`config.mk`:
```
export PLATFORM = sky130hd
export DESIGN_NAME = coeff_compress_5bit_packer
export DESIGN_NICKNAME = d
export VERILOG_FILES = /design/src/hdl/ccp_pkg.sv /design/src/hdl/ccp_front.sv /design/src/hdl/ccp_queue.sv /design/src/hdl/ccp_back.sv /design/src/hdl/coeff_compress_5bit_packer.sv
export SDC_FILE = /design/constraint.sdc
export NUM_CORES = 1
export LEC_CHECK = 0
export BUFFER_PORTS_ARGS = -buffer_cell sky130_fd_sc_hd__buf_2
export CORE_MARGIN = 4
export CORE_UTILIZATION = 50
export CTS_BUF_LIST = sky130_fd_sc_hd__clkbuf_4 sky130_fd_sc_hd__clkbuf_8 sky130_fd_sc_hd__clkbuf_16
export CTS_CLUSTER_SIZE = 24
export DETAILED_ROUTE_END_ITERATION = 12
export GPL_TIMING_DRIVEN = 0
export HOLD_SLACK_MARGIN = 0.08
export PLACE_DENSITY = 0.67
export SYNTH_ARGS = -nofsm -noshare
export SYNTH_HDL_FRONTEND = slang
export SYNTH_SLANG_ARGS = --single-unit
```
`constraint.sdc`:
```
create_clock -name clk -period 6.9 [get_ports clk]
set_clock_uncertainty 0.1 [all_clocks]
set_input_delay 1.38 -clock clk [delete_from_list [all_inputs] [get_ports clk]]
set_output_delay 1.38 -clock clk [all_outputs]
set_load 0.01 [all_outputs]
```
`src/hdl/ccp_pkg.sv`:
```
// Package for the 5-bit coefficient compress and pack block.
// Holds the shared widths, default parameter values and the queue entry type.
// No dependencies.
`timescale 1ns / 1ps

package ccp_pkg;

	// Default polynomial length and modulus.
	localparam int DEF_COEFFS_PER_POLY = 256;
	localparam int DEF_MODULUS         = 3329;

	// Fixed field widths.
	localparam int COEFF_W = 13;
	localparam int CODE_W  = 5;
	localparam int BYTE_W  = 8;
	localparam int BUF_W   = 7;
	localparam int CNT_W   = 3;

	// Depth of the queue between the front and back parts.
	localparam int QUEUE_DEPTH = 4;

	// One classified coefficient travelling from front to back.
	typedef struct packed {
		logic [CODE_W-1:0] code;
		logic              last;
	} ccp_item_t;

endpackage

```
`src/hdl/ccp_front.sv`:
```
// Front part: accepts coefficients, reduces them once by the modulus and
// compresses them to 5-bit codes, tagging the last code of each polynomial.
// Depends on ccp_pkg.
`timescale 1ns / 1ps

module ccp_front import ccp_pkg::*; #(
	parameter int COEFFS_PER_POLY = DEF_COEFFS_PER_POLY,
	parameter int MODULUS         = DEF_MODULUS
) (
	input  logic                            clk,
	input  logic                            arst_n,
	input  logic                            coeff_valid,
	output logic                            coeff_stall,
	input  logic [COEFF_W-1:0]              coeff_value,
	input  logic [$clog2(QUEUE_DEPTH+1)-1:0] queue_level,
	output logic                            push,
	output ccp_item_t                       push_item
);

	localparam int IDX_W   = $clog2(COEFFS_PER_POLY);
	localparam int LVL_W   = $clog2(QUEUE_DEPTH+1);
	localparam int NUM_W   = COEFF_W + CODE_W + 1;
	localparam int SHIFT   = 32;
	localparam int PROD_W  = NUM_W + SHIFT;
	localparam logic [63:0] RECIP64 = ((64'd1 << SHIFT) + 64'(MODULUS) - 64'd1)
		/ 64'(MODULUS);
	localparam logic [SHIFT-1:0] RECIP = RECIP64[SHIFT-1:0];
	localparam logic [COEFF_W-1:0] Q_C = COEFF_W'(MODULUS);
	localparam logic [NUM_W-1:0] HALF_Q = NUM_W'(MODULUS / 2);
	localparam logic [IDX_W-1:0] LAST_IDX = IDX_W'(COEFFS_PER_POLY - 1);

	logic                 accept;
	logic [LVL_W:0]       occupancy;
	logic [COEFF_W-1:0]   reduced;
	logic [NUM_W-1:0]     numer;
	logic [PROD_W-1:0]    product;
	logic [IDX_W-1:0]     idx_q;
	logic                 v_s1;
	logic                 last_s1;
	logic [NUM_W-1:0]     numer_s1;
	logic                 v_s2;
	ccp_item_t            item_s2;

	// Hold off new transactions while queued plus in-flight items could fill the queue.
	assign occupancy   = {1'b0, queue_level} + (LVL_W+1)'(v_s1) + (LVL_W+1)'(v_s2);
	assign coeff_stall = (occupancy >= (LVL_W+1)'(QUEUE_DEPTH));
	assign accept      = coeff_valid && !coeff_stall;

	// Single conditional subtraction, then scale by 32 and add half the modulus.
	always_comb begin
		reduced = (coeff_value >= Q_C) ? (coeff_value - Q_C) : coeff_value;
		numer   = {1'b0, reduced, {CODE_W{1'b0}}} + HALF_Q;
	end

	// Coefficient position within the polynomial.
	always_ff @(posedge clk or negedge arst_n) begin
		if (!arst_n) begin
			idx_q <= '0;
		end else if (accept) begin
			idx_q <= (idx_q == LAST_IDX) ? '0 : idx_q + 1'b1;
		end
	end

	// Stage 1: numerator and last tag.
	always_ff @(posedge clk or negedge arst_n) begin
		if (!arst_n) begin
			v_s1 <= 1'b0;
		end else begin
			v_s1 <= accept;
		end
	end

	always_ff @(posedge clk) begin
		if (accept) begin
			numer_s1 <= numer;
			last_s1  <= (idx_q == LAST_IDX);
		end
	end

	// Division by the constant modulus through an exact reciprocal multiply.
	assign product = PROD_W'(numer_s1) * PROD_W'(RECIP);

	// Stage 2: the low five bits of the quotient form the code.
	always_ff @(posedge clk or negedge arst_n) begin
		if (!arst_n) begin
			v_s2 <= 1'b0;
		end else begin
			v_s2 <= v_s1;
		end
	end

	always_ff @(posedge clk) begin
		if (v_s1) begin
			item_s2.code <= product[SHIFT +: CODE_W];
			item_s2.last <= last_s1;
		end
	end

	assign push      = v_s2;
	assign push_item = item_s2;

endmodule

```
`src/hdl/ccp_queue.sv`:
```
// Short queue of classified codes between the front and back parts.
// Depends on ccp_pkg.
`timescale 1ns / 1ps

module ccp_queue import ccp_pkg::*; (
	input  logic                             clk,
	input  logic                             arst_n,
	input  logic                             push,
	input  ccp_item_t                        push_item,
	input  logic                             pop,
	output ccp_item_t                        head,
	output logic                             empty,
	output logic [$clog2(QUEUE_DEPTH+1)-1:0] level
);

	localparam int PTR_W = $clog2(QUEUE_DEPTH);
	localparam int LVL_W = $clog2(QUEUE_DEPTH+1);

	ccp_item_t          entries_q [QUEUE_DEPTH];
	logic [PTR_W-1:0]   wr_ptr_q;
	logic [PTR_W-1:0]   rd_ptr_q;
	logic [LVL_W-1:0]   level_q;

	// Pointers and fill level; the front never pushes into a full queue.
	always_ff @(posedge clk or negedge arst_n) begin
		if (!arst_n) begin
			wr_ptr_q <= '0;
			rd_ptr_q <= '0;
			level_q  <= '0;
		end else begin
			if (push) begin
				wr_ptr_q <= (wr_ptr_q == PTR_W'(QUEUE_DEPTH-1)) ? '0 : wr_ptr_q + 1'b1;
			end
			if (pop) begin
				rd_ptr_q <= (rd_ptr_q == PTR_W'(QUEUE_DEPTH-1)) ? '0 : rd_ptr_q + 1'b1;
			end
			if (push && !pop) begin
				level_q <= level_q + 1'b1;
			end else if (pop && !push) begin
				level_q <= level_q - 1'b1;
			end
		end
	end

	// Entry storage.
	always_ff @(posedge clk) begin
		if (push) begin
			entries_q[wr_ptr_q] <= push_item;
		end
	end

	assign head  = entries_q[rd_ptr_q];
	assign empty = (level_q == '0);
	assign level = level_q;

endmodule

```
`src/hdl/ccp_back.sv`:
```
// Back part: packs 5-bit codes LSB first into bytes and holds each byte in
// an output register until the downstream side takes it.
// Depends on ccp_pkg.
`timescale 1ns / 1ps

module ccp_back import ccp_pkg::*; (
	input  logic              clk,
	input  logic              arst_n,
	input  ccp_item_t         head,
	input  logic              empty,
	output logic              pop,
	output logic              byte_valid,
	input  logic              byte_stall,
	output logic [BYTE_W-1:0] out_byte,
	output logic              out_last
);

	localparam int ACC_W = BUF_W + CODE_W;

	logic [BUF_W-1:0]  buf_q;
	logic [CNT_W-1:0]  cnt_q;
	logic              valid_q;
	logic [BYTE_W-1:0] byte_q;
	logic              last_q;
	logic              out_free;
	logic [ACC_W-1:0]  acc;
	logic [CNT_W:0]    cnt_sum;
	logic              emit;

	// The output register can load when empty or when its transaction completes.
	assign out_free = !valid_q || !byte_stall;
	assign pop      = !empty && out_free;

	// Merge the next code above the gathered bits.
	always_comb begin
		acc     = {{CODE_W{1'b0}}, buf_q} | (ACC_W'(head.code) << cnt_q);
		cnt_sum = {1'b0, cnt_q} + (CNT_W+1)'(CODE_W);
		emit    = head.last || cnt_sum[CNT_W];
	end

	// Bit buffer and count.
	always_ff @(posedge clk or negedge arst_n) begin
		if (!arst_n) begin
			buf_q <= '0;
			cnt_q <= '0;
		end else if (pop) begin
			if (head.last) begin
				buf_q <= '0;
				cnt_q <= '0;
			end else if (emit) begin
				buf_q <= BUF_W'(acc[ACC_W-1:BYTE_W]);
				cnt_q <= cnt_sum[CNT_W-1:0];
			end else begin
				buf_q <= acc[BUF_W-1:0];
				cnt_q <= cnt_sum[CNT_W-1:0];
			end
		end
	end

	// Output register valid.
	always_ff @(posedge clk or negedge arst_n) begin
		if (!arst_n) begin
			valid_q <= 1'b0;
		end else if (out_free) begin
			valid_q <= pop && emit;
		end
	end

	// Output register payload.
	always_ff @(posedge clk) begin
		if (pop && emit) begin
			byte_q <= acc[BYTE_W-1:0];
			last_q <= head.last;
		end
	end

	assign byte_valid = valid_q;
	assign out_byte   = byte_q;
	assign out_last   = last_q;

endmodule

```
`src/hdl/coeff_compress_5bit_packer.sv`:
```
// Top level of the 5-bit coefficient compress and pack block.
// Instantiates ccp_front, ccp_queue and ccp_back; depends on ccp_pkg.
//
//  Channel | Handshake               | Payload
//  --------+-------------------------+-------------------------
//  coeff   | coeff_valid/coeff_stall | coeff_value[12:0]
//  byte    | byte_valid/byte_stall   | out_byte[7:0], out_last
//
// One coefficient is taken per cycle while coeff_stall is low. A code reaches
// the head of the queue having passed an input register, a reciprocal multiply
// stage and the queue write. Its byte, if any, loads the output register on the
// edge that pops the code from the queue.
// Reset clears the pointers, bit buffer, count and coefficient position.
// A stalled output holds its byte; the four-entry queue absorbs in-flight
// codes and the input stalls only when the queue would otherwise overflow.
`timescale 1ns / 1ps

module coeff_compress_5bit_packer import ccp_pkg::*; #(
	parameter int COEFFS_PER_POLY = DEF_COEFFS_PER_POLY,
	parameter int MODULUS         = DEF_MODULUS
) (
	input  logic               clk,
	input  logic               arst_n,
	input  logic               coeff_valid,
	output logic               coeff_stall,
	input  logic [COEFF_W-1:0] coeff_value,
	output logic               byte_valid,
	input  logic               byte_stall,
	output logic [BYTE_W-1:0]  out_byte,
	output logic               out_last
);

	logic                             push;
	ccp_item_t                        push_item;
	logic                             pop;
	ccp_item_t                        head;
	logic                             empty;
	logic [$clog2(QUEUE_DEPTH+1)-1:0] level;

	// Front: accept and compress.
	ccp_front #(
		.COEFFS_PER_POLY(COEFFS_PER_POLY),
		.MODULUS        (MODULUS)
	) u_front (
		.clk        (clk),
		.arst_n     (arst_n),
		.coeff_valid(coeff_valid),
		.coeff_stall(coeff_stall),
		.coeff_value(coeff_value),
		.queue_level(level),
		.push       (push),
		.push_item  (push_item)
	);

	// Queue between the two parts.
	ccp_queue u_queue (
		.clk      (clk),
		.arst_n   (arst_n),
		.push     (push),
		.push_item(push_item),
		.pop      (pop),
		.head     (head),
		.empty    (empty),
		.level    (level)
	);

	// Back: pack and emit bytes.
	ccp_back u_back (
		.clk       (clk),
		.arst_n    (arst_n),
		.head      (head),
		.empty     (empty),
		.pop       (pop),
		.byte_valid(byte_valid),
		.byte_stall(byte_stall),
		.out_byte  (out_byte),
		.out_last  (out_last)
	);

endmodule
```
==> impl_metrics.tcl <==
set metrics [dict create \
    num_rows 47 \
    endpoint_kind "flip-flop" \
    slew-limit-headroom_pct 31.5 \
    critPathMaxStageDelay_ns 0.71 \
    synth.most_common_cell "inv_1" \
    die_w_um 139 \
    whs_ns 0.318 \
    num-nets-final 1051 \
    cts_setup_buffers 0 \
    ys_top_cells_by_area "fa_1, edfxtp_1, ha_1, dfrtp_1, inv_1" \
    antennaDiodeCount 0 \
    required_ns 6.88 \
    outcome "finished, final reports clean" \
    worst_slew_pin_slew_ns 1.03 \
    whs_endpoint "u_front.push_item[0]$_DFFE_PP_" \
    fp.dieH_um 139 \
    track_usage_pct 18.2 \
    report.final.setup_viol 0 \
    cts_tree "yes" \
    multi_input_area_um2 5540 \
    yosys.area.top_type "fa_1" \
    num_vias 5463 \
    r2r_start "u_front.numer_s1[16]$_DFFE_PP_" \
    slew_viol_final 0 \
    floorplan.initialDensity_pct 51.3 \
    crit_slowest_cell "fa_1" \
    hpwl_um 14100 \
    ctsHoldBuffers 0 \
    syn_nets 1016 \
    yosysWarningCount 0 \
    async_reset_ff_share_pct 34.1 \
    first_global_vias 5773 \
    grt_pass1_wl_um 28600 \
    io_buffer_count 24 \
    synthFlopType "edfxtp_1" \
    synth_edf_count 54 \
    min-delay-start "u_front.last_s1$_DFFE_PP_" \
    wl_um 16800 \
    synth_cell_types 66 \
    worst_r2r_path_depth 18 \
    crit_arrival_ns 6.06 \
    cts_resized 0 \
    crit_path_start_kind "flip-flop" \
    r2r_end "u_front.push_item[5]$_DFFE_PP_" \
    synthCells 778 \
    syn_to_final_growth_pct 7.83 \
    finalHoldViolCount 0 \
    crit_fanout 8 \
    synthTopCellsByCount "inv_1, ha_1, fa_1, edfxtp_1, nand2_1" \
    cap_viol_max_count 0 \
    htreeDepth 3 \
    synth_seq_cells 82 \
    tns_ns 0 \
    fin_crit_ns 6.08 \
    rsz0062_at_grt "no" \
    antenna_left 0 \
    drive_gt1_share_pct 9.17 \
    grt_max_degree 29 \
    path_clk_slew_ns 0.06 \
    yosysSeqAreaShare_pct 27.1 \
    synth_area_um2 8570 \
    min_period_over_period_pct 88.1 \
    syn_area_per_cell_um2 11.0 \
    dieArea_um2 19300 \
    antenna_found_initial 0 \
    crit_type "flip-flop to flip-flop" \
    drt_iter0_markers 311 \
    wl_per_cell_um 16.1 \
    cts_buffers 9 \
    num-fill-cells 1445 \
    firstDrtPassIters 4 \
    ios 28 \
    hold_path_class "flip-flop to flip-flop" \
    clk_latency_ns 0.34 \
    fmax_mhz 165 \
    overflow 0 \
    cts-root-buf "clkbuf_16" \
    crit_top_cell "fa_1" \
    ff_latch_area_um2 2320 \
    synth_top_area_share_pct 22.7 \
    hold_path_depth 0 \
    place.gp.congestion 0.887 \
    path_cells "fa_1 > inv_1 > fa_1 > inv_1 > fa_1 > fa_1 > fa_1 > inv_1 > fa_1 > inv_1 > ha_1 > and3_1 > nand3_1 > nor4_1 > nor3_1 > a21oi_1 > a21oi_1 > xnor2_1" \
    cts_num_sinks 82 \
    core_um2 16700 \
    viasPerCell 5.26 \
    r2r_slack_ns 0.82 \
    cts_max_path_buffers 2 \
    final_core_util_pct 55.3 \
    drc 0 \
]
-- logic make-up (layout without fill, tap and decap cells) --
family | count (synthesis) | after routing | share of synthesized area [%]
DFF | 82 | 82 | 27.1
buffers and inverters | 182 | 222 | 8.19
adders and majority gates | 221 | 221 | 40.8
xor gates and xnor gates | 43 | 43 | 4.40
AOI/OAI and AO/OA | 112 | 112 | 9.07
muxes | 18 | 18 | 3.10
and+or+nand+nor | 120 | 120 | 7.35
-- how the worst max path moves through the flow --
stage	endpoint	cells after the start	startpoint
2_1_floorplan	u_front.push_item[5]$_DFFE_PP_	18	u_front.numer_s1[16]$_DFFE_PP_
3_3_place_gp	u_front.push_item[5]$_DFFE_PP_	18	u_front.numer_s1[16]$_DFFE_PP_
3_5_place_dp	u_front.push_item[5]$_DFFE_PP_	18	u_front.numer_s1[16]$_DFFE_PP_
4_1_cts	u_front.push_item[5]$_DFFE_PP_	18	u_front.numer_s1[16]$_DFFE_PP_
5_1_grt	u_front.push_item[5]$_DFFE_PP_	18	u_front.numer_s1[16]$_DFFE_PP_
6_report	u_front.push_item[5]$_DFFE_PP_	18	u_front.numer_s1[16]$_DFFE_PP_
-- cell type report --
class	instances	area share (%)
Timing Repair Buffer	24	1.30
Multi-Input combinational cell	514	60.0
Sequential cell	82	25.1
Tap cell	220	2.98
Buffer	12	0.691
Clock buffer	11	2.67
Clock inverter	5	0.312
Inverter	170	6.91
-- sequential cells by signal, indices dropped and copies added, names as in the netlist, 2 cells and up --
signal             count
u_queue.entries_q     24
u_front.numer_s1      14
u_back.out_byte        8
u_front.idx_q          8
u_back.buf_q           7
u_front.push_item      6
u_back.cnt_q           3
u_queue.level          3
u_queue.rd_ptr_q       2
u_queue.wr_ptr_q       2
-- worst max-delay path, delay by kind of cell (launching register included) --
family,cells,cell delay [ns]
compound gates,2,0.44
flops,1,0.59
buf+inv,4,0.26
xor+xnor,1,0.08
simple gates,4,0.80
fa+ha+maj,7,3.55
-- metal layers --
metal | wire length [µm] | GRT usage, % | up-vias
met5 | 0 | 0 | -
met4 | 364 | 5.20 | 0
met3 | 504 | 2.66 | 30
met2 | 8240 | 30.2 | 93
met1 | 7640 | 25.1 | 2690
li1 | - | - | 2650
-- through the flow --
step | cell area, µm² | worst slack (ns) | std cells
3_3_place_gp | 8960 | 0.899 | 1022
2_1_floorplan | 8570 | 1.46 | 778
6_report | 9240 | 0.824 | 1038
3_5_place_dp | 8960 | 0.807 | 1022
5_1_grt | 9240 | 0.592 | 1038
4_1_cts | 9240 | 0.792 | 1038
-- cells in the final DEF, fill, tap and decap left out, types with 3 or more instances in the layout --
cell,count
buf_2,24
a21o_1,19
o211a_1,4
xor2_1,15
nand2_1,32
clkbuf_16,9
ha_1,124
clkinv_1,3
inv_1,168
nand3b_1,3
and3_1,6
edfxtp_1,54
and2_1,11
nor3_1,7
nor2_1,27
clkbuf_1,8
a31oi_1,7
mux4_2,6
o21ai_0,26
nand3_1,10
mux2_2,8
nor4_1,3
a21oi_1,24
xnor2_1,28
o21bai_1,4
dfrtp_1,28
mux2i_1,4
fa_1,97
Power is not shown: default switching activity piles up to over one toggle a cycle in this logic, so the estimate is an artifact.
